<file path="src/sv/cht_pkg.sv">
`timescale 1ns / 1ps

package cht_pkg;

    localparam int TABLE_DEPTH = 16384;
    localparam int IDX_W       = $clog2(TABLE_DEPTH);

    localparam int IN_DATA_W   = 104;
    localparam int IN_USER_W   = 3;
    localparam int OUT_DATA_W  = 16;

    localparam int APB_ADDR_W  = 3;
    localparam int APB_DATA_W  = 32;
    localparam logic REG_EVAL_LIMIT = 1'b0;
    localparam logic [14:0] EVAL_LIMIT_RST = 15'd30000;

    localparam int DELTA_MAX = 256;

    typedef enum logic [1:0] {
        CMD_CLEAR   = 2'd0,
        CMD_UPDATE  = 2'd1,
        CMD_CORRECT = 2'd2,
        CMD_NONE    = 2'd3
    } t_cmd;

    typedef struct packed {
        logic load;
        logic mul;
        logic sweep;
        logic fin;
    } t_dp_ctl;

    typedef struct packed {
        logic sweep_last;
        logic out_free;
    } t_dp_sts;

endpackage

</file>
<file path="src/sv/cht_ctrl.sv">
`timescale 1ns / 1ps

module cht_ctrl (
    input  logic              i_clk,
    input  logic              i_rst_n,
    input  logic              i_in_valid,
    input  cht_pkg::t_cmd     i_in_cmd,
    output logic              o_in_ready,
    input  cht_pkg::t_dp_sts  i_sts,
    output cht_pkg::t_dp_ctl  o_ctl
);
    import cht_pkg::*;

    typedef enum logic [4:0] {
        ST_INIT  = 5'b00001,
        ST_IDLE  = 5'b00010,
        ST_MUL   = 5'b00100,
        ST_FIN   = 5'b01000,
        ST_CLEAR = 5'b10000
    } t_state;

    t_state r_state;
    t_state n_state;

    always_comb begin
        n_state    = r_state;
        o_ctl      = '0;
        o_in_ready = 1'b0;
        case (r_state)
            ST_INIT: begin
                o_ctl.sweep = 1'b1;
                if (i_sts.sweep_last) begin
                    n_state = ST_IDLE;
                end
            end
            ST_IDLE: begin
                o_in_ready = 1'b1;
                if (i_in_valid) begin
                    o_ctl.load = 1'b1;
                    case (i_in_cmd)
                        CMD_CLEAR:  n_state = ST_CLEAR;
                        CMD_UPDATE: n_state = ST_MUL;
                        default:    n_state = ST_FIN;
                    endcase
                end
            end
            ST_MUL: begin
                o_ctl.mul = 1'b1;
                n_state   = ST_FIN;
            end
            ST_FIN: begin
                o_ctl.fin = 1'b1;
                if (i_sts.out_free) begin
                    n_state = ST_IDLE;
                end
            end
            ST_CLEAR: begin
                o_ctl.sweep = 1'b1;
                if (i_sts.sweep_last) begin
                    n_state = ST_FIN;
                end
            end
            default: begin
                n_state = ST_INIT;
            end
        endcase
    end

    always_ff @(posedge i_clk) begin
        if (!i_rst_n) begin
            r_state <= ST_INIT;
        end else begin
            r_state <= n_state;
        end
    end

endmodule

</file>
<file path="config.mk">
export PLATFORM = sky130hd
export DESIGN_NAME = cht_ctrl
export DESIGN_NICKNAME = d
export VERILOG_FILES = /design/src/sv/cht_pkg.sv /design/src/sv/cht_ctrl.sv
export SDC_FILE = /design/constraint.sdc
export NUM_CORES = 1
export LEC_CHECK = 0
export ABC_AREA = 1
export BUFFER_PORTS_ARGS = -buffer_cell sky130_fd_sc_hd__buf_2
export CORE_AREA = 2 2 39 41
export DETAILED_ROUTE_END_ITERATION = 10
export DIE_AREA = 0 0 41 43
export MAX_ROUTING_LAYER = met4
export PLACE_DENSITY = 0.55
export SETUP_SLACK_MARGIN = 0.4
export SYNTH_ARGS = -nofsm -noshare
export SYNTH_HDL_FRONTEND = slang
export SYNTH_SLANG_ARGS = --single-unit
</file>
<file path="constraint.sdc">
create_clock -name i_clk -period 1.15 [get_ports i_clk]
set_input_delay 0.1725 -clock i_clk [delete_from_list [all_inputs] [get_ports i_clk]]
set_output_delay 0.1725 -clock i_clk [all_outputs]
set_load 0.03 [all_outputs]
</file>
==> impl_metrics.py, run 1 <==
metrics = {
    "clock_tree": {
        "htree_levels": 1,
        "root_buffer": "clkbuf_4",
        "clkTransAtPathRegs_ns": 0.04,
        "hold_buffers": 0,
        "cts_tree": "yes",
        "clock_path_buffers": 2,
        "clk_latency_ns": 0.24,
        "cts_num_sinks": 5,
        "cts_inserted_buffers": 3,
    },
    "sta": {
        "tightest_slew_ns": 0.204,
        "finalCritPeriodShare": 1.18,
        "fmax_mhz": 735,
        "setup_violations": 10,
        "max_slew_margin": 0.863,
        "fin_setup_tns_ns": -1.45,
        "rsz0062_at_grt": "yes",
        "final.setup.worst_slack_ns": -0.210,
        "timing.hold.ws_ns": 0.179,
        "fin_skew_ns": 0.00455,
        "fin_crit_ns": 1.36,
        "hold_viol": 0,
        "slew_viol_final": 0,
    },
    "route": {
        "vias": 504,
        "ant_nets": 0,
        "drt-total-wl_um": 1100,
        "wl_per_cell_um": 10.3,
        "viasPerCell": 4.71,
        "route.detailed.drc": 0,
        "drt-pass1-iter-count": 4,
        "drt-initial-drc-count": 9,
    },
    "layout": {
        "diodes": 0,
        "largest_register_ffs": 5,
        "multi_input_area_um2": 300,
        "drive_gt1_frac": 0.637,
        "top_register": "r_state",
        "stdcell_area_um2": 722,
        "fillCellCount": 130,
        "nets": 99,
        "regArea_um2": 109,
        "top_regs": "r_state x5",
        "area_growth_pct": 88.6,
        "final_cells": 107,
    },
    "die": {
        "die_h_um": 43,
        "row_count": 14,
        "dieArea_um2": 1760,
        "initial_core_util": 0.277,
        "io_pins": 12,
        "die_w_um": 41,
        "core_um2": 1380,
    },
    "placement": {
        "io_buffers": 11,
        "post-place-ws_ns": -0.0567,
        "dpl.hpwl_um": 759,
        "postPlaceCellArea_um2": 548,
        "dp.cells": 94,
        "place_congestion": 0.869,
    },
    "synth": {
        "synth_top_area_share": 0.261,
        "synth_cells": 61,
        "syn-cell-area_um2": 383,
        "yosys_warnings": 0,
        "ys_ff_latch": 5,
        "synth_fp_nets": 68,
        "synth_area_leader_cell": "dfxtp_1",
        "yosys-top-cells-area": "dfxtp_1 26%, inv_1 11%, nand3_1 9.2%",
        "yosysUniqueCellTypes": 16,
        "syn_area_per_cell_um2": 6.28,
        "yosysSeqAreaShare": 0.261,
    },
    "setup_path": {
        "path_cells": "buf_6 > nor2_4 > nand3_2 > nand2_4 > buf_6",
        "worst_path_max_delay_cell": "dfxtp_2",
        "end_kind": "output pin",
        "crit_path_start_kind": "flip-flop",
        "reg2reg_depth": 10,
        "crit_top_cell": "buf_6",
        "crit-reg2reg-launch": "r_state[1]$_SDFFE_PN0P_",
        "r2r_slack_ns": -0.16,
        "critPathRequiredTime_ns": 0.98,
        "crit_arrival_ns": 1.19,
        "worst_r2r_endpoint": "r_state[1]$_SDFFE_PN0P_",
        "cp_max_fo": 5,
        "critPathMaxStageDelay_ns": 0.32,
        "worstSetupStartpoint": "r_state[1]$_SDFFE_PN0P_",
        "path_class": "flip-flop to output pin",
    },
    "global_routing": {
        "grt_pass1_wl_um": 1830,
        "grt_antenna_before_repair": 0,
        "grt_pass1_vias": 475,
        "grt_max_degree": 7,
        "grtUsageTotal": 0.157,
        "grt-ovfl-total": 0,
    },
    "hold_path": {
        "hold_path_end": "r_state[0]$_SDFFE_PN1P_",
        "hold_path_depth": 2,
        "hold_start": "i_sts[1]",
        "hold_path_class": "input pin to flip-flop",
    },
    "flow_run": {
        "max_cap_violations": 0,
    },
    "run_status": {
        "status": "complete, but fails checks",
        "violations": "negative setup slack",
    },
    "power": {
        "p_per_area_nw_per_um2": 1890,
        "p_leak_nw": 0.357,
        "ir_drop_uv": 774,
    },
}
[metrics by stage]
stage	util	power (mW)
2_1_floorplan	-	0.659
3_3_place_gp	0.396	0.846
3_5_place_dp	0.396	0.845
4_1_cts	0.506	1.30
5_1_grt	0.522	1.48
6_report	0.522	1.37
[layout make-up]
class | instances | area share
Multi-Input combinational cell | 42 | 0.416
Timing Repair Buffer | 26 | 0.296
Sequential cell | 5 | 0.151
Tap cell | 16 | 0.0277
Clock buffer | 4 | 0.0364
Inverter | 14 | 0.0728
[how the worst max path moves through the flow]
stage,to,slack [ns],depth (start not counted)
final,o_ctl[1],-0.21,5
after CTS,o_ctl[0],-0.19,5
after floorplan,r_state[1]$_SDFFE_PN0P_,0.01,8
after global routing,o_ctl[1],-0.26,5
after global placement,o_ctl[0],-0.04,5
after detailed placement,r_state[1]$_SDFFE_PN0P_,-0.06,9
[synthesized netlist by cell type]
cell / number
nand2_4: 1
nor3b_2: 1
nand3_2: 1
inv_2: 3
a21oi_1: 2
o211ai_1: 1
nand2_1: 8
nor2_2: 4
nand3_1: 7
or2_2: 1
nand2_2: 2
dfxtp_1: 5
inv_1: 11
nand4_1: 4
nor2_4: 1
nor2_1: 9
[worst max-delay path, delay by kind of cell (launching register included)]
| family | cells | cell delay, ns |
|---|---|---|
| flip-flops | 1 | 0.32 |
| buffers and inverters | 2 | 0.24 |
| AND/OR/NAND/NOR | 3 | 0.38 |
[timing repair]
| item | CTS | global route |
|---|---|---|
| pin swaps | 13 | 5 |
| gates resized for setup | 19 | 4 |
| setup endpoints to repair | 10 | 10 |
| setup buffers | 8 | 1 |
[where the power goes]
part,total [mW],internal [mW],switching [mW]
Clock,0.201,0.131,0.0697
Sequential,0.267,0.222,0.0447
Combinational,0.900,0.456,0.444
[layout by cell type (no fill, tap or decap), types with 4 or more instances in the layout]
cell type / n
inv_1: 10
nand2_1: 6
dfxtp_2: 4
buf_4: 11
nor2_4: 7
nand4_1: 4
nor2_1: 4
buf_2: 6
buf_6: 9
nand3_1: 5
inv_2: 4
[cell families after synthesis]
logic type	share of synthesized area
AND/OR/NAND/NOR	0.556
buffers and inverters	0.137
flip-flops	0.261
AO/OA/AOI/OAI	0.0458
[per-layer routing]
layer	track usage	share of wire	vias to the layer above
met5	-	0	-
met4	0.0600	0.033	0
met3	0.0681	0.058	4
met2	0.231	0.50	20
met1	0.183	0.40	228
li1	-	-	252
Note: power is estimated with default switching activity, not from simulation.
==> run 2: changes to the inputs <==
CELL_PAD_IN_SITES_DETAIL_PLACEMENT = 0   (was default)
CELL_PAD_IN_SITES_GLOBAL_PLACEMENT = 1   (was default)
PLACE_DENSITY = 0.73   (was 0.55)
REMOVE_ABC_BUFFERS = 1   (was default)
==> run 2 against run 1 <==
- the flow still finishes with violations (negative setup slack)
- clock-buffer cell count stayed put
- final cell count unchanged
- register-to-register slack improved by 0.03 ns
- first-iteration DRC count down 89%
- core utilization decreased by 1.3 points
- clock power hardly changed
- setup slack better by 0.051 ns
- clock skew down 0.0026 ns
- sequential cell count did not move
- largest cell class unchanged
==> impl_metrics.py, run 2 (same netlist as run 1, synthesis figures left out) <==
metrics = {
    "global_routing": {
        "grt_antenna_before_repair": 0,
        "grtUsageTotal": 0.154,
        "grt_pass1_vias": 458,
        "grt_pass1_wl_um": 1800,
        "grt_max_degree": 7,
        "grt-ovfl-total": 0,
    },
    "setup_path": {
        "crit_path_start_kind": "flip-flop",
        "crit-reg2reg-launch": "r_state[2]$_SDFFE_PN0P_",
        "crit_arrival_ns": 1.14,
        "crit_top_cell": "nor2_4",
        "critPathMaxStageDelay_ns": 0.36,
        "critPathBufInv": 1,
        "r2r_slack_ns": -0.13,
        "worst_path_max_delay_cell": "dfxtp_4",
        "path_cells": "nor2_4 > nand2_2 > nor2_4 > buf_6",
        "cp_max_fo": 5,
        "critPathTopFamily": "simple AND/OR/NAND/NOR gates",
        "path_class": "flip-flop to output pin",
        "end_kind": "output pin",
        "reg2reg_depth": 7,
        "worst_r2r_endpoint": "r_state[4]$_SDFFE_PN0P_",
        "critPathRequiredTime_ns": 0.98,
    },
    "clock_tree": {
        "clk_latency_ns": 0.24,
        "clock_path_buffers": 2,
        "hold_buffers": 0,
        "cts_num_sinks": 5,
        "clkTransAtPathRegs_ns": 0.04,
        "cts_tree": "yes",
        "htree_levels": 1,
        "cts_inserted_buffers": 3,
        "root_buffer": "clkbuf_4",
    },
    "layout": {
        "final_cells": 107,
        "final_common_cell": "buf_4",
        "diodes": 0,
        "stdcell_area_um2": 704,
        "largest_register_ffs": 5,
        "top_regs": "r_state x5",
        "top_register": "r_state",
        "area_growth_pct": 84.0,
        "fillCellCount": 144,
        "final_cell_mix": "14 x buf_4, 10 x inv_1, 6 x nand2_1, 6 x buf_2, 6 x buf_6",
        "nets": 99,
        "finish.utilization": 0.509,
        "drive_gt1_frac": 0.637,
    },
    "sta": {
        "fin_skew_ns": 0.00197,
        "final.setup.worst_slack_ns": -0.159,
        "hold_viol": 0,
        "setup_violations": 10,
        "fin_crit_ns": 1.31,
        "fmax_mhz": 764,
        "finalCritPeriodShare": 1.14,
        "tightest_slew_ns": 0.206,
        "slew_viol_final": 0,
        "max_slew_margin": 0.862,
        "rsz0062_at_grt": "yes",
    },
    "placement": {
        "postPlaceCellArea_um2": 495,
        "place_congestion": 0.791,
        "io_buffers": 11,
        "dpl.hpwl_um": 737,
        "dp.cells": 93,
    },
    "die": {
        "dieArea_um2": 1760,
        "initial_core_util": 0.277,
        "io_pins": 12,
        "die_h_um": 43,
        "row_count": 14,
        "die_w_um": 41,
        "core_um2": 1380,
    },
    "run_status": {
        "violations": "negative setup slack",
        "status": "complete, but fails checks",
    },
    "route": {
        "vias": 488,
        "drt-total-wl_um": 1180,
        "drt-pass1-iter-count": 4,
        "ant_nets": 0,
        "drt-initial-drc-count": 1,
        "wl_per_cell_um": 11.0,
        "route.detailed.drc": 0,
        "viasPerCell": 4.56,
    },
    "hold_path": {
        "hold_path_depth": 2,
        "hold_path_end": "r_state[0]$_SDFFE_PN1P_",
        "hold_start": "i_sts[1]",
        "hold_path_class": "input pin to flip-flop",
    },
    "power": {
        "ir_drop_uv": 909,
        "p_leak_nw": 0.358,
        "p_per_area_nw_per_um2": 1850,
        "finalPower_mw": 1.31,
    },
    "flow_run": {
        "max_cap_violations": 0,
    },
}
run 2: final cells by class:
type	instances	area (um2)	share of cell area
inverters	14	55.1	0.0782
clock buffers	4	26.3	0.0373
multi-input cells	42	290	0.412
well taps	16	20.0	0.0284
repair buffers	26	203	0.288
flip-flops and latches	5	110	0.156
run 2: where the power goes:
group,switching (mW),internal [mW]
logic,0.414,0.397
clock network,0.0702,0.131
registers,0.0644,0.228
run 2: per-layer routing:
layer | global-route usage | up-vias | part of all wire
met5 | - | - | 0
met4 | 0.0400 | 0 | 0
met3 | 0.0314 | 0 | 0.031
met2 | 0.269 | 12 | 0.55
met1 | 0.168 | 227 | 0.42
li1 | - | 249 | -
run 2: how the worst max path moves through the flow:
stage                                 start                 endpoint  slack, ns  cells past startpoint
global route        r_state[1]$_SDFFE_PN0P_  r_state[1]$_SDFFE_PN0P_      -0.21                     10
CTS                 r_state[1]$_SDFFE_PN0P_                 o_ctl[3]      -0.17                      5
floorplan           r_state[1]$_SDFFE_PN0P_                 o_ctl[3]      -0.13                      4
finish              r_state[1]$_SDFFE_PN0P_                 o_ctl[0]      -0.16                      4
global placement    r_state[0]$_SDFFE_PN1P_  r_state[1]$_SDFFE_PN0P_      -0.05                      7
detailed placement  r_state[2]$_SDFFE_PN0P_                 o_ctl[3]      -0.07                      4
run 2: repair_timing:
item                                   CTS  global route
endpoints found under the hold margin    0             0
pin swaps                                8            12
setup buffers                           10             0
resized for setup                       21            13
setup endpoints to repair               10            10
run 2: through the flow:
step / hold WS (ns) / TNS [ns] / setup slack [ns]
3_3_place_gp: 0.429 / -0.214 / -0.0471
2_1_floorplan: 0.271 / -0.358 / -0.133
4_1_cts: 0.187 / -0.925 / -0.166
6_report: 0.181 / -1.20 / -0.159
5_1_grt: 0.182 / -1.96 / -0.214
3_5_place_dp: 0.425 / -0.153 / -0.0699
==> run 3: changes to the inputs <==
SKIP_LAST_GASP = 1   (was default)
==> run 3 against run 2 <==
- the flow still finishes with violations (negative setup slack)
- worst hold slack is the same
- combinational power about the same
- die area is the same
- wire length unchanged
- clock skew unchanged
- critical endpoint unchanged
- largest cell class unchanged
==> impl_metrics.py, run 3 (same netlist as run 1, synthesis figures left out) <==
metrics = {
    "setup_path": {
        "crit-reg2reg-launch": "r_state[2]$_SDFFE_PN0P_",
        "cp_max_fo": 5,
        "crit_path_end": "o_ctl[0]",
        "crit_path_start_kind": "flip-flop",
        "path_class": "flip-flop to output pin",
        "crit_arrival_ns": 1.14,
        "end_kind": "output pin",
        "critPathMaxStageDelay_ns": 0.36,
        "crit_top_cell": "nor2_4",
        "worst_path_max_delay_cell": "dfxtp_4",
        "worst_r2r_endpoint": "r_state[4]$_SDFFE_PN0P_",
        "reg2reg_depth": 7,
        "r2r_slack_ns": -0.13,
        "critPathRequiredTime_ns": 0.98,
        "path_cells": "nor2_4 > nand2_2 > nor2_4 > buf_6",
        "worstSetupStartpoint": "r_state[1]$_SDFFE_PN0P_",
    },
    "sta": {
        "fin_skew_ns": 0.00197,
        "tightest_slew_ns": 0.206,
        "finalCritPeriodShare": 1.14,
        "hold_viol": 0,
        "fin_setup_tns_ns": -1.20,
        "rsz0062_at_grt": "yes",
        "slew_viol_final": 0,
        "max_slew_margin": 0.862,
        "fin_crit_ns": 1.31,
        "final.setup.worst_slack_ns": -0.159,
        "fmax_mhz": 764,
        "setup_violations": 10,
    },
    "clock_tree": {
        "cts_num_sinks": 5,
        "cts_tree": "yes",
        "clk_latency_ns": 0.24,
        "cts_inserted_buffers": 3,
        "htree_levels": 1,
        "root_buffer": "clkbuf_4",
        "clkTransAtPathRegs_ns": 0.04,
        "clock_path_buffers": 2,
    },
    "power": {
        "ir_drop_uv": 909,
        "p_leak_nw": 0.358,
        "finalPower_mw": 1.31,
        "p_per_area_nw_per_um2": 1850,
    },
    "die": {
        "io_pins": 12,
        "die_h_um": 43,
        "dieArea_um2": 1760,
        "row_count": 14,
        "die_w_um": 41,
        "core_um2": 1380,
        "initial_core_util": 0.277,
    },
    "placement": {
        "post-place-ws_ns": -0.0699,
        "place_congestion": 0.791,
        "dpl.hpwl_um": 737,
        "io_buffers": 11,
        "dp.cells": 93,
    },
    "layout": {
        "diodes": 0,
        "area_growth_pct": 84.0,
        "largest_register_ffs": 5,
        "fillCellCount": 144,
        "top_regs": "r_state x5",
        "final_common_cell": "buf_4",
        "drive_gt1_frac": 0.637,
        "top_register": "r_state",
        "final_cell_mix": "14 x buf_4, 10 x inv_1, 6 x nand2_1, 6 x buf_2, 6 x buf_6",
        "final_cells": 107,
        "nets": 99,
    },
    "global_routing": {
        "grt_pass1_wl_um": 1800,
        "grt_antenna_before_repair": 0,
        "grtUsageTotal": 0.154,
        "grt-ovfl-total": 0,
        "grt_max_degree": 7,
        "grt_pass1_vias": 458,
    },
    "route": {
        "vias": 488,
        "drt-pass1-iter-count": 4,
        "ant_nets": 0,
        "drt-initial-drc-count": 1,
        "drt-total-wl_um": 1180,
        "route.detailed.drc": 0,
        "wl_per_cell_um": 11.0,
        "viasPerCell": 4.56,
    },
    "flow_run": {
        "max_cap_violations": 0,
    },
    "run_status": {
        "status": "complete, but fails checks",
        "violations": "negative setup slack",
    },
    "hold_path": {
        "hold_path_class": "input pin to flip-flop",
    },
}
==> run 3: cell counts in the layout (fill, tap and decap cells not counted) <==
Identical to the previous run, type by type.
==> run 3: how the worst min path moves through the flow <==
stage	slack [ns]	to	from	cells after the start
after floorplan	0.27	r_state[0]$_SDFFE_PN1P_	i_rst_n	1
after global placement	0.43	r_state[0]$_SDFFE_PN1P_	i_sts[1]	2
after detailed placement	0.42	r_state[0]$_SDFFE_PN1P_	i_sts[1]	2
after CTS	0.19	r_state[0]$_SDFFE_PN1P_	i_sts[1]	2
after global routing	0.18	r_state[0]$_SDFFE_PN1P_	i_sts[1]	2
final	0.18	r_state[0]$_SDFFE_PN1P_	i_sts[1]	2
==> run 3: final cells by class <==
type                       count  area (um2)  share of cell area
clock buffer                   4        26.3              0.0373
inverter                      14        55.1              0.0782
multi-input combinational     42         290               0.412
sequential                     5         110               0.156
tap                           16        20.0              0.0284
timing repair buffer          26         203               0.288
==> run 3: metal layers <==
layer,vias to the layer above,wire [um],GRT usage
met2,12,644,0.269
met1,227,497,0.168
met3,0,37,0.0314
met5,-,0,-
li1,249,-,-
met4,0,0,0.0400
==> run 3: timing repair <==
action | CTS | global route
pin swaps | 8 | 12
setup endpoints to repair | 10 | 10
hold buffers | 0 | 0
gates cloned | 0 | 0
buffers inserted | 10 | 0
resized for setup | 21 | 13
==> run 3: through the flow <==
stage | cell area, um2 | hold slack, ns | util
2_1_floorplan | 383 | 0.271 | -
3_3_place_gp | 495 | 0.429 | 0.358
3_5_place_dp | 495 | 0.425 | 0.358
4_1_cts | 656 | 0.187 | 0.474
5_1_grt | 704 | 0.182 | 0.509
6_report | 704 | 0.181 | 0.509
==> run 3: power by group <==
part	total [mW]	switching (mW)	internal (mW)
Sequential	0.293	0.0644	0.228
Clock	0.201	0.0702	0.131
Combinational	0.811	0.414	0.397
Total	1.31	0.549	0.756
==> run 3: worst max-delay path: cells and delay by family, from the launching register on <==
kind                   cells  cell delay, ns
DFF                        1            0.36
and+or+nand+nor            3            0.39
buffers and inverters      1            0.14
